[config.mk]
export PLATFORM = sky130hd
export DESIGN_NAME = epoch_seconds_to_date_top
export DESIGN_NICKNAME = d
export VERILOG_FILES = /design/src/rtl/e2d_pkg.sv /design/src/rtl/e2d_days.sv /design/src/rtl/epoch_seconds_to_date_top.sv
export SDC_FILE = /design/constraint.sdc
export NUM_CORES = 1
export LEC_CHECK = 0
export ABC_AREA = 1
export BUFFER_PORTS_ARGS = -buffer_cell sky130_fd_sc_hd__buf_2
export CAP_MARGIN = 20
export CORE_MARGIN = 2
export CORE_UTILIZATION = 30
export CTS_CLUSTER_SIZE = 30
export DETAILED_ROUTE_END_ITERATION = 12
export REMOVE_ABC_BUFFERS = 1
export SLEW_MARGIN = 20
export SYNTH_ARGS = -nofsm -noshare
export SYNTH_HDL_FRONTEND = slang
export SYNTH_SLANG_ARGS = --single-unit
[constraint.sdc]
create_clock -name clk -period 8.4 [get_ports clk]
set_input_delay 1.68 -clock clk [delete_from_list [all_inputs] [get_ports clk]]
set_output_delay 1.68 -clock clk [all_outputs]
set_load 0.01 [all_outputs]
[src/rtl/e2d_pkg.sv]
`timescale 1ns / 1ps
// ----------------------------------------------------------------------------
// e2d_pkg: shared types and constants for the epoch-seconds to date converter
// Holds the stage data types, the constant-division factors and the
// month-start tables for leap and common years.
// ----------------------------------------------------------------------------
package e2d_pkg;

	// Whole days since the epoch (at most 49710 for a 32-bit seconds count).
	typedef logic [15:0] days_t;
	// Number of complete four-year cycles.
	typedef logic [5:0]  cyc_t;
	// Day within a four-year cycle, 0..1460.
	typedef logic [10:0] crem_t;
	// Day within a year, 0..365.
	typedef logic [8:0]  doy_t;
	// Elapsed whole years, 0..136.
	typedef logic [7:0]  years_t;
	// Month index, 0..11.
	typedef logic [3:0]  midx_t;

	// Seconds per day is 2^7 * 675; the power of two is removed by a shift.
	localparam int unsigned SecsShift  = 7;
	localparam int unsigned DayOdd     = 675;
	// floor(2^35 / 675): a quotient estimate that is exact or one low.
	localparam int unsigned DayRecipSh = 35;
	localparam logic [25:0] DayRecip   = 26'd50903316;

	// Days in a four-year cycle and floor(2^26 / 1461).
	localparam int unsigned CycDays    = 1461;
	localparam int unsigned CycRecipSh = 26;
	localparam logic [15:0] CycRecip   = 16'd45933;

	// Cycle day boundaries at which cycle years one, two and three begin.
	localparam crem_t Year1Start = 11'd366;
	localparam crem_t Year2Start = 11'd731;
	localparam crem_t Year3Start = 11'd1096;

	// Day of year on which each month begins.
	localparam doy_t LeapStart [12] = '{
		9'd0, 9'd31, 9'd60, 9'd91, 9'd121, 9'd152,
		9'd182, 9'd213, 9'd244, 9'd274, 9'd305, 9'd335
	};
	localparam doy_t CommonStart [12] = '{
		9'd0, 9'd31, 9'd59, 9'd90, 9'd120, 9'd151,
		9'd181, 9'd212, 9'd243, 9'd273, 9'd304, 9'd334
	};

	// Reset value of the base year register.
	localparam logic [11:0] BaseYearReset = 12'd2020;

	// First day of month idx, in a leap or common year.
	function automatic doy_t month_start(input logic leap, input midx_t idx);
		doy_t v;
		v = '0;
		if (idx < 4'd12) begin
			v = leap ? LeapStart[idx] : CommonStart[idx];
		end
		return v;
	endfunction

endpackage

[src/rtl/e2d_days.sv]
`timescale 1ns / 1ps
// ----------------------------------------------------------------------------
// e2d_days: seconds to four-year cycle and day within cycle
// Four pipeline stages: a reciprocal multiply for the division by 86400,
// its one-step correction, a reciprocal multiply for the division by 1461
// and its correction. Stages advance together when en is high.
// ----------------------------------------------------------------------------
module e2d_days (
	input  logic                clk,
	input  logic                en,
	input  logic [31:0]         secs,
	output e2d_pkg::cyc_t       cyc,
	output e2d_pkg::crem_t      crem
);
	import e2d_pkg::*;

	logic [24:0] x_s1;
	logic [50:0] prod_day;
	logic [24:0] x_s2;
	logic [15:0] qd_s2;
	logic [25:0] qd_mul;
	logic [25:0] rd;
	days_t       days_s3;
	logic [31:0] prod_cyc;
	days_t       days_s4;
	cyc_t        qc_s4;
	logic [16:0] qc_mul;
	logic [15:0] rc;
	cyc_t        cyc_s5;
	crem_t       crem_s5;

	// Drop the power-of-two factor of the day length.
	assign x_s1 = secs[31:SecsShift];

	// Stage 2: estimate of days = x / 675.
	assign prod_day = 51'(x_s1) * 51'(DayRecip);

	always_ff @(posedge clk) begin
		if (en) begin
			x_s2  <= x_s1;
			qd_s2 <= prod_day[DayRecipSh +: 16];
		end
	end

	// Stage 3: correct the day estimate by one where the remainder overflows.
	assign qd_mul = 26'(qd_s2) * 26'(DayOdd);
	assign rd     = 26'(x_s2) - qd_mul;

	always_ff @(posedge clk) begin
		if (en) begin
			days_s3 <= (rd >= 26'(DayOdd)) ? qd_s2 + 16'd1 : qd_s2;
		end
	end

	// Stage 4: estimate of cycles = days / 1461.
	assign prod_cyc = 32'(days_s3) * 32'(CycRecip);

	always_ff @(posedge clk) begin
		if (en) begin
			days_s4 <= days_s3;
			qc_s4   <= prod_cyc[CycRecipSh +: 6];
		end
	end

	// Stage 5: correct the cycle estimate and keep the day within the cycle.
	assign qc_mul = 17'(qc_s4) * 17'(CycDays);
	assign rc     = days_s4 - qc_mul[15:0];

	always_ff @(posedge clk) begin
		if (en) begin
			if (rc >= 16'(CycDays)) begin
				cyc_s5  <= qc_s4 + 6'd1;
				crem_s5 <= 11'(rc - 16'(CycDays));
			end else begin
				cyc_s5  <= qc_s4;
				crem_s5 <= rc[10:0];
			end
		end
	end

	assign cyc  = cyc_s5;
	assign crem = crem_s5;

endmodule

[src/rtl/epoch_seconds_to_date_top.sv]
`timescale 1ns / 1ps
// An accepted item passes through stages one to six and the output register.
// Throughput: one item per cycle; the pipeline holds as a whole while the
// output register is full and stalled, and only then stalls the input.
// Reset: valid bits clear and base_year returns to 2020; data registers
// are not reset.
// ----------------------------------------------------------------------------
// epoch_seconds_to_date_top: seconds since epoch to calendar date
// Converts a 32-bit seconds count since the start of a leap base year into
// year, month and day, with a leap year at the start of every four-year cycle.
// ----------------------------------------------------------------------------
module epoch_seconds_to_date_top (
	input  logic        clk,
	input  logic        arst_n,
	// Configuration write channel.
	input  logic        cfg_valid,
	output logic        cfg_ready,
	input  logic [11:0] base_year,
	// Seconds channel.
	input  logic        req_valid,
	output logic        req_stall,
	input  logic [31:0] seconds,
	// Date channel.
	output logic        rsp_valid,
	input  logic        rsp_stall,
	output logic [11:0] year,
	output logic [3:0]  month,
	output logic [4:0]  day
);
	import e2d_pkg::*;

	logic        en;
	logic [5:0]  vld_q;
	logic [11:0] base_year_q;
	logic [31:0] secs_s1;
	cyc_t        cyc_s5;
	crem_t       crem_s5;
	logic [1:0]  yic;
	doy_t        doy;
	years_t      years_s6;
	doy_t        doy_s6;
	logic        leap_s6;
	midx_t       midx;
	doy_t        mstart;
	logic        out_valid_q;
	logic [11:0] year_q;
	logic [3:0]  month_q;
	logic [4:0]  day_q;

	// The whole pipeline moves unless a finished item waits at the output.
	assign en        = !(out_valid_q && rsp_stall);
	assign req_stall = !en;
	assign cfg_ready = 1'b1;

	// Base year register.
	always_ff @(posedge clk or negedge arst_n) begin
		if (!arst_n) begin
			base_year_q <= BaseYearReset;
		end else if (cfg_valid && cfg_ready) begin
			base_year_q <= base_year;
		end
	end

	// Valid bits of stages one to six and of the output register.
	always_ff @(posedge clk or negedge arst_n) begin
		if (!arst_n) begin
			vld_q       <= '0;
			out_valid_q <= 1'b0;
		end else if (en) begin
			vld_q       <= {vld_q[4:0], req_valid};
			out_valid_q <= vld_q[5];
		end
	end

	// Stage 1: input register.
	always_ff @(posedge clk) begin
		if (en) begin
			secs_s1 <= seconds;
		end
	end

	// Stages 2 to 5: days, then four-year cycles.
	e2d_days u_days (
		.clk  (clk),
		.en   (en),
		.secs (secs_s1),
		.cyc  (cyc_s5),
		.crem (crem_s5)
	);

	// Year within the cycle and day of that year.
	always_comb begin
		if (crem_s5 < Year1Start) begin
			yic = 2'd0;
			doy = 9'(crem_s5);
		end else if (crem_s5 < Year2Start) begin
			yic = 2'd1;
			doy = 9'(crem_s5 - Year1Start);
		end else if (crem_s5 < Year3Start) begin
			yic = 2'd2;
			doy = 9'(crem_s5 - Year2Start);
		end else begin
			yic = 2'd3;
			doy = 9'(crem_s5 - Year3Start);
		end
	end

	// Stage 6: elapsed years, day of year and leap flag.
	always_ff @(posedge clk) begin
		if (en) begin
			years_s6 <= {cyc_s5, yic};
			doy_s6   <= doy;
			leap_s6  <= (yic == 2'd0);
		end
	end

	// Month search: the last month whose first day is not after the day.
	always_comb begin
		midx = '0;
		for (int i = 1; i < 12; i++) begin
			if (doy_s6 >= month_start(leap_s6, midx_t'(i))) begin
				midx = midx_t'(i);
			end
		end
		mstart = month_start(leap_s6, midx);
	end

	// Output register.
	always_ff @(posedge clk) begin
		if (en) begin
			year_q  <= base_year_q + 12'(years_s6);
			month_q <= midx + 4'd1;
			day_q   <= 5'(doy_s6 - mstart + 9'd1);
		end
	end

	assign rsp_valid = out_valid_q;
	assign year      = year_q;
	assign month     = month_q;
	assign day       = day_q;

`ifndef SYNTHESIS
	// A delivered month is always in the calendar range.
	assert property (@(posedge clk) disable iff (!arst_n)
		rsp_valid |-> (month >= 4'd1 && month <= 4'd12))
		else $error("month out of range");

	// A delivered day is always at least one.
	assert property (@(posedge clk) disable iff (!arst_n)
		rsp_valid |-> (day != 5'd0))
		else $error("day is zero");

	// The corrected day remainder never reaches CycDays (1461).
	assert property (@(posedge clk) disable iff (!arst_n)
		vld_q[4] |-> (crem_s5 < 11'd1461))
		else $error("cycle remainder out of range");

	// A held output freezes every stage, so the stage six item stays put.
	assert property (@(posedge clk) disable iff (!arst_n)
		(rsp_valid && rsp_stall) |=> $stable(vld_q))
		else $error("pipeline moved while output stalled");
`endif

endmodule
# Word level (Yosys, flattened, before mapping)
# Memories as Yosys holds them, arrays and structs flattened.
# Cells that the tools add are included.
# classes
magnitude_cmp	18
addsub	12
reduce_logical	2
multipliers	4
mux	36
bitwise_logic	1
# ops
op	count
25-bit by 24-bit multiplier with 49-bit output (second input constant)	1
4-bit two-way mux	11
9-bit by 8-bit >= comparator with 1-bit output	4
16-bit by 16-bit multiplier with 32-bit output (second input constant)	1
5-bit two-way mux	6
9-bit >= comparator	3
9-bit two-way mux	3
26-bit by 10-bit >= comparator with 1-bit output (second input constant)	1
16-bit by 10-bit multiplier with 26-bit output (second input constant)	1
25-bit by 26-bit subtractor with 26-bit output	1
9-bit by 7-bit >= comparator with 1-bit output	2
16-bit by 1-bit adder with 16-bit output (second input constant)	1
16-bit by 11-bit >= comparator with 1-bit output (second input constant)	1
6-bit by 11-bit multiplier with 16-bit output (second input constant)	1
16-bit two-way mux	1
16-bit subtractor	1
12-bit by 8-bit adder with 12-bit output	1
11-bit by 10-bit < comparator with 1-bit output (second input constant)	1
11-bit < comparator (second input constant)	1
11-bit by 9-bit < comparator with 1-bit output (second input constant)	1
11-bit two-way mux	1
11-bit subtractor (second input constant)	1
9-bit by 5-bit >= comparator with 1-bit output (second input constant)	1
9-bit by 6-bit >= comparator with 1-bit output	1
other kinds (16)	26
# totals
word_cells	92
rom_bits	288
reg_bits	186
memories	2
# memory_table
name	words	width	rd	rd_clocked_by_memory_dff	wr	line	source
(name not given)	16	9	1	0	0	e2d_pkg.sv:57	v = leap ? LeapStart[idx] : CommonStart[idx];
(name not given)	16	9	1	0	0	e2d_pkg.sv:57	

# Logic depth before layout (Yosys ltp)
# Gate-level depths: netlist of run 1.
# logic_depth
word_depth	20
depth_mapped	28
ltp_nobuf	28

# Hierarchy
# Synthesis of run 1 repeated with hierarchy kept, for this count alone.
# unflattened
hier_cells	3263
hier_area_um2	29361.9
# modules_own_cells
mod	cells_per_inst	area_each_um2	n_inst	seq_area_each_um2
e2d_days	2834	24691.2	1	2882.8
epoch_seconds_to_date_top	429	4670.7	1	2616.3

# Worst setup path before layout of run 1
# No wires, ideal clock.
# synth_timing
kind	input-to-output
startpoint	input rsp_stall
endpoint	output req_stall
path_stages	2
arrival_ns	5.917
slack_ns	0.803
path_buffers	0
required_time_ns	6.720
cell_sequence	nand2_1 -> inv_1
# synth_via
elab_chain_len	1
# synth_rtl
item	line	source
from (decl)	epoch_seconds_to_date_top.sv:25	input logic rsp_stall,
1-bit logical AND	epoch_seconds_to_date_top.sv:51	assign en = !(out_valid_q && rsp_stall);
to (decl)	epoch_seconds_to_date_top.sv:21	output logic req_stall,
# Every way passes these cells.

# Worst setup path after layout of run 1
# layout_timing
startpoint	register secs_s1[17]
endpoint	register u_days.qd_s2[9] (data pin)
# layout_via
elab_chain_len	1
# layout_rtl
item	line	source
from (decl)	epoch_seconds_to_date_top.sv:35	logic [31:0] secs_s1;
from (signal assigned)	epoch_seconds_to_date_top.sv:78	secs_s1 <= seconds;
25-bit by 24-bit multiplier with 49-bit output	e2d_days.sv:36	assign prod_day = 51'(x_s1) * 51'(DayRecip);
via u_days.prod_day[44]	e2d_days.sv:18	logic [50:0] prod_day;
to (signal assigned)	e2d_days.sv:41	qd_s2 <= prod_day[DayRecipSh +: 16];
to (decl)	e2d_days.sv:20	logic [15:0] qd_s2;
# The timed path passes the listed nets, and every way through them passes these cells.
# A chain may end at the register's enable or synchronous reset.

==> metrics.cfg, run 1 <==
[outcome]
outcome = complete, no violations

[min_path]
worstHoldStart = u_days.cyc[0]
min_path_cells = 0
whs_endpoint = years_s6[2]
min_path_type = flip-flop to flip-flop

[drt]
finalWirelength_mm = 63.38
dr.pass1.iters = 5
via_per_inst = 4.502
wl_per_cell_um = 13.82
vias = 20646
dr.first_iter.drc_count = 1017
drcViolationCount = 0
ant_nets = 0

[finish]
fin_nets = 4271
area_growth_pct = 8.595
final_cell_count_no_fill = 4586
fill_cells = 10082
drive_above_1_share_pct = 4.924
diodes = 0

[place]
dp.cells = 4554
buffer_ports.inserted = 64
preCtsSetupSlack_ps = 2276
dp_hpwl_mm = 53.64
routabilityCongestion = 0.8762

[setup_path]
cp-start-kind = flip-flop
r2r_start = secs_s1[17]
critical-path-max-stage-delay_ps = 740
critPathRequiredTime_ps = 8620
cpLargestDelayFamily = adder cells
crit_top_cell = fa_1
crit_fanout = 11
path_class = flip-flop to flip-flop
reg2reg_slack_ps = 2320
arrival_ps = 6300
rr_worst_depth = 19
r2r-end = u_days.qd_s2[9]
crit_slowest_cell = edfxtp_1
critPathBufInv = 2
endpoint_kind = flip-flop
crit_chain = fa_1 > ha_1 > inv_1 > fa_1 > fa_1 > fa_1 > inv_1 > fa_1 > fa_1 > ha_1 > a21oi_1 > o21ai_0 > a21oi_1 > o21ai_0 > nand2_1 > nand3_1 > nand2_1 > nand2_1 > xor2_1

[clocking]
cts_tree = built
cts_root_buf = clkbuf_16
clock_latency_ps = 480
cts_made_buffers = 17
ctsResizeCount = 0
cts.clk_slew.worst_paths_ps = 70
post_cts_buffers = 0
cts_buffer_depth = 2
cts_max_level = 4
ctsHoldBuffers = 0
cts_sinks = 179

[job]
cap_violations = 0

[die]
core_area_mm2 = 0.09628
start_util_pct = 30.15
die_width_um = 315.1
num_rows = 114
ioPinCount = 73
die_h_um = 315.1
die_area_mm2 = 0.09927

[yosys]
ys_top_cells_by_count = inv_1 (782), ha_1 (590), nand2_1 (529)
syn_area_mm2 = 0.02903
yosys.area.top_type = ha_1
ys.flop_type = edfxtp_1
yosys.area_share.simple_pct = 13.80
synthTopCellsByArea = ha_1 (25%), fa_1 (23%), edfxtp_1 (17%)
ys_seq_area_share_pct = 18.22
async_flop_share_pct = 10.61
synth_top_family_by_area = adder cells
netlist_instances = 3218
synth_adder_area_share_pct = 48.53
synth_xor_area_share_pct = 3.047
synth_compound_area_share_pct = 5.547
synth.distinct_cells = 54
ys_warn_count = 0
yosysMostFrequentCell = inv_1
syn_area_per_cell_um2 = 9.021
synthMuxAreaShare_pct = 0.3491
synth_edf_count = 160
ys_seq_elements = 179
synth_top_area_share_pct = 25.43

[grt]
grt_pass1_vias = 21331
grt_start_max_net_pins = 65
overflow = 0
grt_pass1_wl_mm = 106.6
grt_use_total_pct = 13.45
antenna_found_initial = 3

[timing]
rsz0062_at_grt = no
max_slew_margin_pct = 40.56
holdWs_ps = 422.1
tightest_slew_ps = 891.7
finalSetupViolations = 0
fin_setup_tns_ps = 0
skew_ps = 12.02
fmaxAchievable_ghz = 0.1645
finalMaxSlewViolations = 0
setup_ws_ps = 2322
period_needed_ps = 6079
finalCritPeriodShare_pct = 72.36
hold_viol = 0

-- metrics by stage --
stage / cell area, um2 / utilization [%]
2_1_floorplan: 28930 / -
3_3_place_gp: 30940 / 32.14
3_5_place_dp: 30940 / 32.14
4_1_cts: 31520 / 32.74
5_1_grt: 31520 / 32.74
6_report: 31520 / 32.74
-- registers in the layout, summed over array words and instances, names as in the netlist --
register        flops
secs_s1            25
u_days.x_s2        25
u_days.days_s3     16
u_days.days_s4     16
u_days.qd_s2       16
base_year_q        12
year               12
u_days.crem        11
doy_s6              9
years_s6            8
u_days.cyc          6
u_days.qc_s4        6
vld_q               6
day                 5
month               4
leap_s6             1
rsp_valid           1
-- how the worst max path moves through the flow --
stage	from	to	slack, ps	depth (start not counted)
4_1_cts	secs_s1[30]	u_days.qd_s2[15]	2230	20
3_3_place_gp	secs_s1[30]	u_days.qd_s2[15]	2320	20
2_1_floorplan	rsp_stall	req_stall	800	2
3_5_place_dp	secs_s1[30]	u_days.qd_s2[15]	2280	20
6_report	secs_s1[17]	u_days.qd_s2[9]	2320	19
5_1_grt	secs_s1[30]	u_days.qd_s2[14]	2000	19
-- kinds of logic after synthesis --
group	Yosys count
adder cells (fa/ha/maj)	925
AND/OR/NAND/NOR	917
buffers and inverters	801
AO/OA/AOI/OAI	285
flip-flops	179
XOR/XNOR	101
multiplexers	9
other	1
-- cell usage in the layout, fill, tap and decap left out, drive strengths merged, types with 6 or more instances in the layout --
cell type / count
edfxtp: 160
a21o: 16
xnor2: 29
nor2: 161
mux2: 9
dfstp: 7
buf: 75
a31oi: 19
nand3: 100
nand2: 539
xor2: 72
nand4: 61
o21ai: 80
ha: 590
o21bai: 9
a21oi: 127
nor3: 26
nor4: 8
inv: 793
clkbuf: 20
nand3b: 13
fa: 335
or2: 6
dfrtp: 12
o211ai: 8
-- cell type report --
type                    count  area (um2)  share of cell area [%]
well taps                1276        1597                   5.064
multi-input cells        2238       20700                   65.67
flip-flops and latches    179        5289                   16.78
repair buffers             75       402.9                   1.278
clock inverters            12       106.4                  0.3374
inverters                 786        2950                   9.359
clock buffers              20       478.0                   1.516
-- layer usage --
metal  track usage, %  wire length, um  share of wire, %  vias to the layer above
met5                0                0                 0                        -
met4            3.604             1413               2.2                        0
met3            1.493             1762               2.8                       73
met2            24.38            31820                50                      294
met1            16.83            28390                45                     9827
li1                 -                -                 -                    10452
Power of run 1 is left out: the tool's default activity adds up to more than one toggle a clock period on the data nets, which glitch-free logic cannot reach.
==> run 2: changes to the inputs <==
Clock period 8.4 ns to 6.2 ns, I/O delays scaled along.
==> run 2 against run 1 <==
Compared with the run above: global-route usage up 0.29 points; utilization rose by 0.40 points; routed wire length is 2.4% higher; hold slack hardly changed; register-to-register slack lost 2000 ps; worst setup slack got worse by 2000 ps; cell count up 0.83%; clock skew fell by 0.83 ps; die area unchanged.
==> metrics.cfg, run 2 (same netlist as run 1, synthesis figures left out) <==
[drt]
ant_nets = 0  ; unchanged
dr.pass1.iters = 5  ; unchanged
wl_per_cell_um = 14.04  ; +1.6%
dr.first_iter.drc_count = 1105  ; +8.7%
via_per_inst = 4.508  ; +0.14%
vias = 20847  ; +0.97%
finalWirelength_mm = 64.91  ; +2.4%
drcViolationCount = 0  ; unchanged

[setup_path]
cp-start-kind = flip-flop
critical-path-max-stage-delay_ps = 670  ; -70 ps
endpoint_kind = flip-flop
r2r-end = u_days.qd_s2[15]
reg2reg_slack_ps = 300  ; -2020 ps
critPathRequiredTime_ps = 6430  ; -2190 ps
arrival_ps = 6130  ; -170 ps
crit_slowest_cell = edfxtp_1
crit_top_cell = fa_1
path_class = flip-flop to flip-flop
crit_chain = fa_1 > ha_1 > inv_1 > fa_1 > fa_1 > fa_1 > inv_1 > fa_1 > fa_1 > ha_1 > a21o_1 > o21bai_1 > a21oi_1 > o21ai_0 > nand2_1 > nand3_1 > nand2_1 > nand2_1 > xor2_1
r2r_start = secs_s1[19]
rr_worst_depth = 19  ; unchanged
crit_fanout = 7  ; -4

[clocking]
clock_latency_ps = 490  ; about the same
cts_root_buf = clkbuf_16
ctsHoldBuffers = 0  ; unchanged
cts_buffer_depth = 2  ; unchanged
cts_max_level = 4  ; unchanged
cts_made_buffers = 17  ; unchanged
cts.clk_slew.worst_paths_ps = 80  ; about the same
cts_tree = built
cts_sinks = 179  ; unchanged

[outcome]
outcome = complete, no violations

[grt]
grt_pass1_vias = 21775  ; +2.1%
overflow = 0  ; unchanged
top_usage_layer = met2
met1_usage_pct = 17.21  ; +0.38 points
grt.met2_usage_pct = 24.64  ; +0.25 points
grt_pass1_wl_mm = 109.0  ; +2.3%
grt_start_max_net_pins = 169  ; +160%
grt_use_total_pct = 13.75  ; +0.29 points
antenna_found_initial = 3  ; unchanged
use_met3_pct = 1.737  ; +0.24 points

[timing]
fin_setup_tns_ps = 0  ; unchanged
finalMaxSlewViolations = 0  ; unchanged
fmaxAchievable_ghz = 0.1695  ; +3.1%
setup_ws_ps = 301.8  ; -2020 ps
rsz0062_at_grt = no
tightest_slew_ps = 1043  ; +151.3 ps
period_needed_ps = 5898  ; -180.3 ps
hold_viol = 0  ; unchanged
finalSetupViolations = 0  ; unchanged
skew_ps = 11.19  ; -0.8324 ps
max_slew_margin_pct = 30.47  ; -10 points
finalCritPeriodShare_pct = 95.13  ; +23 points

[die]
die_area_mm2 = 0.09927  ; unchanged
core_area_mm2 = 0.09628  ; unchanged
die_width_um = 315.1  ; unchanged
die_h_um = 315.1  ; unchanged
ioPinCount = 73  ; unchanged
start_util_pct = 30.15  ; unchanged
num_rows = 114  ; unchanged

[finish]
final_common_cell = inv_1
fin_nets = 4309  ; +0.89%
final_area_mm2 = 0.03191  ; +1.2%
diodes = 0  ; unchanged
final_cell_count_no_fill = 4624  ; +0.83%
reg_top3 = secs_s1 x25, u_days.x_s2 x25
area_growth_pct = 9.935
drive_above_1_share_pct = 6.033  ; +1.1 points
final_cell_mix = inv_1 (782), ha_1 (590), nand2_1 (528)

[place]
buffer_ports.inserted = 64  ; unchanged
dp_hpwl_mm = 56.03  ; +4.5%
preCtsSetupSlack_ps = 274.6  ; -2001 ps
dp.cells = 4588  ; +0.75%
routabilityCongestion = 0.8877  ; +1.3%
place_area_mm2 = 0.03123  ; +0.95%

[job]
cap_violations = 0  ; unchanged

[min_path]
whs_endpoint = years_s6[2]
min_path_type = flip-flop to flip-flop
min_path_cells = 0  ; unchanged
worstHoldStart = u_days.cyc[0]

[run 2: layout make-up]
| type | instances | area, um2 |
|---|---|---|
| multi-input cells | 2238 | 20700 |
| inverters | 786 | 2950 |
| well taps | 1276 | 1597 |
| clock inverters | 14 | 158.9 |
| repair buffers | 113 | 763.2 |
| fillers | 10047 | 64370 |
| flip-flops and latches | 179 | 5289 |
| clock buffers | 18 | 450.4 |
[run 2: stage by stage]
stage | utilization [%] | hold slack, ps
2_1_floorplan | - | 400.3
6_report | 33.15 | 422.1
3_3_place_gp | 32.44 | 404.1
5_1_grt | 33.15 | 429.3
3_5_place_dp | 32.44 | 404.5
4_1_cts | 33.07 | 422.9
[run 2: worst max-delay path by stage]
stage | from | end | cells past startpoint
floorplan | rsp_stall | req_stall | 2
global route | secs_s1[14] | u_days.qd_s2[15] | 19
CTS | secs_s1[16] | u_days.qd_s2[9] | 19
finish | secs_s1[19] | u_days.qd_s2[15] | 19
global placement | secs_s1[16] | u_days.qd_s2[9] | 19
detailed placement | secs_s1[16] | u_days.qd_s2[9] | 19
[run 2: worst max-delay path, delay by kind of cell, from the launching register on]
| kind | cells | cell delay [ps] |
|---|---|---|
| adders and majority gates | 8 | 3590 |
| DFF | 1 | 670 |
| xor gates and xnor gates | 1 | 140 |
| AOI/OAI and AO/OA | 4 | 670 |
| and+or+nand+nor | 4 | 440 |
| buffers and inverters | 2 | 110 |
[run 2: what timing repair did]
item | in CTS | in global routing
hold endpoints to repair | 0 | 0
resized for setup | 0 | 1
endpoints found under the setup margin | 0 | 4
buffers inserted | 0 | 4
[run 2: routing by layer]
layer / vias to the layer above / wire length, um
li1: 10528 / -
met1: 9969 / 29520
met2: 267 / 32250
met3: 83 / 1619
met4: 0 / 1527
met5: - / 0
Power of run 2 is left out for the same reason.
==> run 3: changes to the inputs <==
Settings changed: CORE_MARGIN 2 to unset.
==> run 3 against run 2 <==
Compared with the run above: sequential share of layout area hardly changed; routed wire length hardly changed; utilization is 0.22 points higher; sequential cell count stayed put; worst setup slack worse by 17 ps; critical path depth is 1 lower; first-iteration DRC count is 19% lower; cell count is 0.28% lower; cell area is 0.21% lower; clock skew is 6.2 ps higher; critical endpoint is now u_days.qd_s2[8]; largest cell class unchanged.
==> metrics.cfg, run 3 (same netlist as run 1, synthesis figures left out) <==
[outcome]
outcome = complete, no violations

[drt]
via_per_inst = 4.519  ; +0.22%
ant_nets = 0  ; unchanged
finalWirelength_mm = 64.89  ; about the same
dr.pass1.iters = 6  ; +1
vias = 20835  ; -0.058%
routed.top_layer = met4
wl_per_cell_um = 14.07  ; +0.25%
dr.first_iter.drc_count = 899  ; -19%
met2_length_mm = 32.04  ; -0.64%
met1_length_mm = 29.56  ; +0.15%
drcViolationCount = 0  ; unchanged
wl_met3_mm = 1.841  ; +14%

[timing]
setup_ws_ps = 284.8  ; -17.02 ps
tightest_slew_ps = 1054  ; +11.21 ps
period_needed_ps = 5915  ; +17.02 ps
finalMaxSlewViolations = 0  ; unchanged
finalSetupViolations = 0  ; unchanged
skew_ps = 17.34  ; +6.151 ps
fin_setup_tns_ps = 0  ; unchanged
holdWs_ps = 420.0  ; -2.150 ps
rsz0062_at_grt = no
fmaxAchievable_ghz = 0.1691  ; -0.29%
hold_viol = 0  ; unchanged
max_slew_margin_pct = 29.72  ; -0.75 points
finalCritPeriodShare_pct = 95.41  ; +0.27 points

[die]
num_rows = 113  ; -0.88%
ioPinCount = 73  ; unchanged
die_width_um = 313.1  ; -0.63%
die_area_mm2 = 0.09801  ; -1.3%
start_util_pct = 30.42  ; +0.27 points
die_h_um = 313.1  ; -0.63%
core_area_mm2 = 0.09544  ; -0.88%

[clocking]
cts_made_buffers = 17  ; unchanged
cts_root_buf = clkbuf_16
cts.clk_slew.worst_paths_ps = 80  ; about the same
cts_sinks = 179  ; unchanged
clock_latency_ps = 480  ; about the same
ctsResizeCount = 0  ; unchanged
ctsHoldBuffers = 0  ; unchanged
cts_buffer_depth = 2  ; unchanged
post_cts_buffers = 0  ; unchanged
cts_tree = built
cts_max_level = 4  ; unchanged

[setup_path]
r2r_start = secs_s1[17]
critPathRequiredTime_ps = 6420  ; about the same
cp_num_cells = 18  ; -1
endpoint_kind = flip-flop
cpLargestDelayFamily = adder cells
crit_slowest_cell = edfxtp_1
arrival_ps = 6140  ; about the same
rr_worst_depth = 18  ; -1
crit_top_cell = fa_1
crit_chain = fa_1 > ha_1 > inv_1 > fa_1 > fa_1 > fa_1 > inv_1 > fa_1 > fa_1 > ha_1 > a21oi_1 > inv_1 > a21oi_1 > a21boi_0 > o21ai_0 > nand2_1 > nand3_1 > xor2_1
crit_fanout = 8  ; +1
crit_start = secs_s1[17]
critPathBufInv = 3  ; +1
path_class = flip-flop to flip-flop
cp-start-kind = flip-flop
critical-path-max-stage-delay_ps = 690  ; +20 ps

[finish]
diodes = 0  ; unchanged
reg_top3 = secs_s1 x25, u_days.x_s2 x25
fin_nets = 4307  ; -0.046%
final_common_cell = inv_1
drive_above_1_share_pct = 5.947  ; -0.086 points
final_cell_mix = inv_1 (782), ha_1 (590), nand2_1 (528)
area_growth_pct = 9.707

[grt]
grt_pass1_vias = 21741  ; -0.16%
antenna_found_initial = 2  ; -1
grt_use_total_pct = 13.95  ; +0.20 points
grt_pass1_wl_mm = 109.6  ; +0.49%
grt_start_max_net_pins = 169  ; unchanged
overflow = 0  ; unchanged

[min_path]
min_path_cells = 0  ; unchanged
worstHoldStart = u_days.cyc[4]
min_path_type = flip-flop to flip-flop

[place]
buffer_ports.inserted = 64  ; unchanged
preCtsSetupSlack_ps = 246.7  ; -27.88 ps
routabilityCongestion = 0.8898  ; +0.24%
dp_hpwl_mm = 56.15  ; +0.22%

[job]
cap_violations = 0  ; unchanged

==> run 3: cell types whose count changed in the layout (fill, tap and decap cells not counted), moves of 2 or more <==
cell,change
clkinv_8,-3
inv_6,-2
inv_4,+3
buf_12,-2
==> run 3: worst paths after layout <==
path / end / slack, ps
min in group asynchronous: vld_q[0] / 710
max: u_days.qd_s2[8] / 280
min reg2reg: years_s6[6] / 420
max in group asynchronous: base_year_q[5] / 5150
min: years_s6[6] / 420
max reg2reg: u_days.qd_s2[8] / 280
==> run 3: routing by layer <==
layer / vias up / track usage [%]
met2: 291 / 24.84
met1: 9933 / 17.55
met4: 0 / 4.035
li1: 10535 / -
met5: - / 0
met3: 76 / 1.747
==> run 3: cell type report <==
cell class              instances  area, um2
well taps                    1265       1583
repair buffers                111      723.2
multi-input cells            2238      20700
inverters                     786       2950
fillers                      9929      63590
clock inverters                11      103.9
clock buffers                  21      496.7
flip-flops and latches        179       5289
==> run 3: metrics by stage <==
stage	area (um2)	std cells	util, %
6_report	31850	4611	33.37
5_1_grt	31850	4611	33.37
4_1_cts	31850	4611	33.37
3_5_place_dp	31250	4579	32.74
3_3_place_gp	31250	4579	32.74
2_1_floorplan	28930	3203	-
Power of run 3 is left out for the same reason.
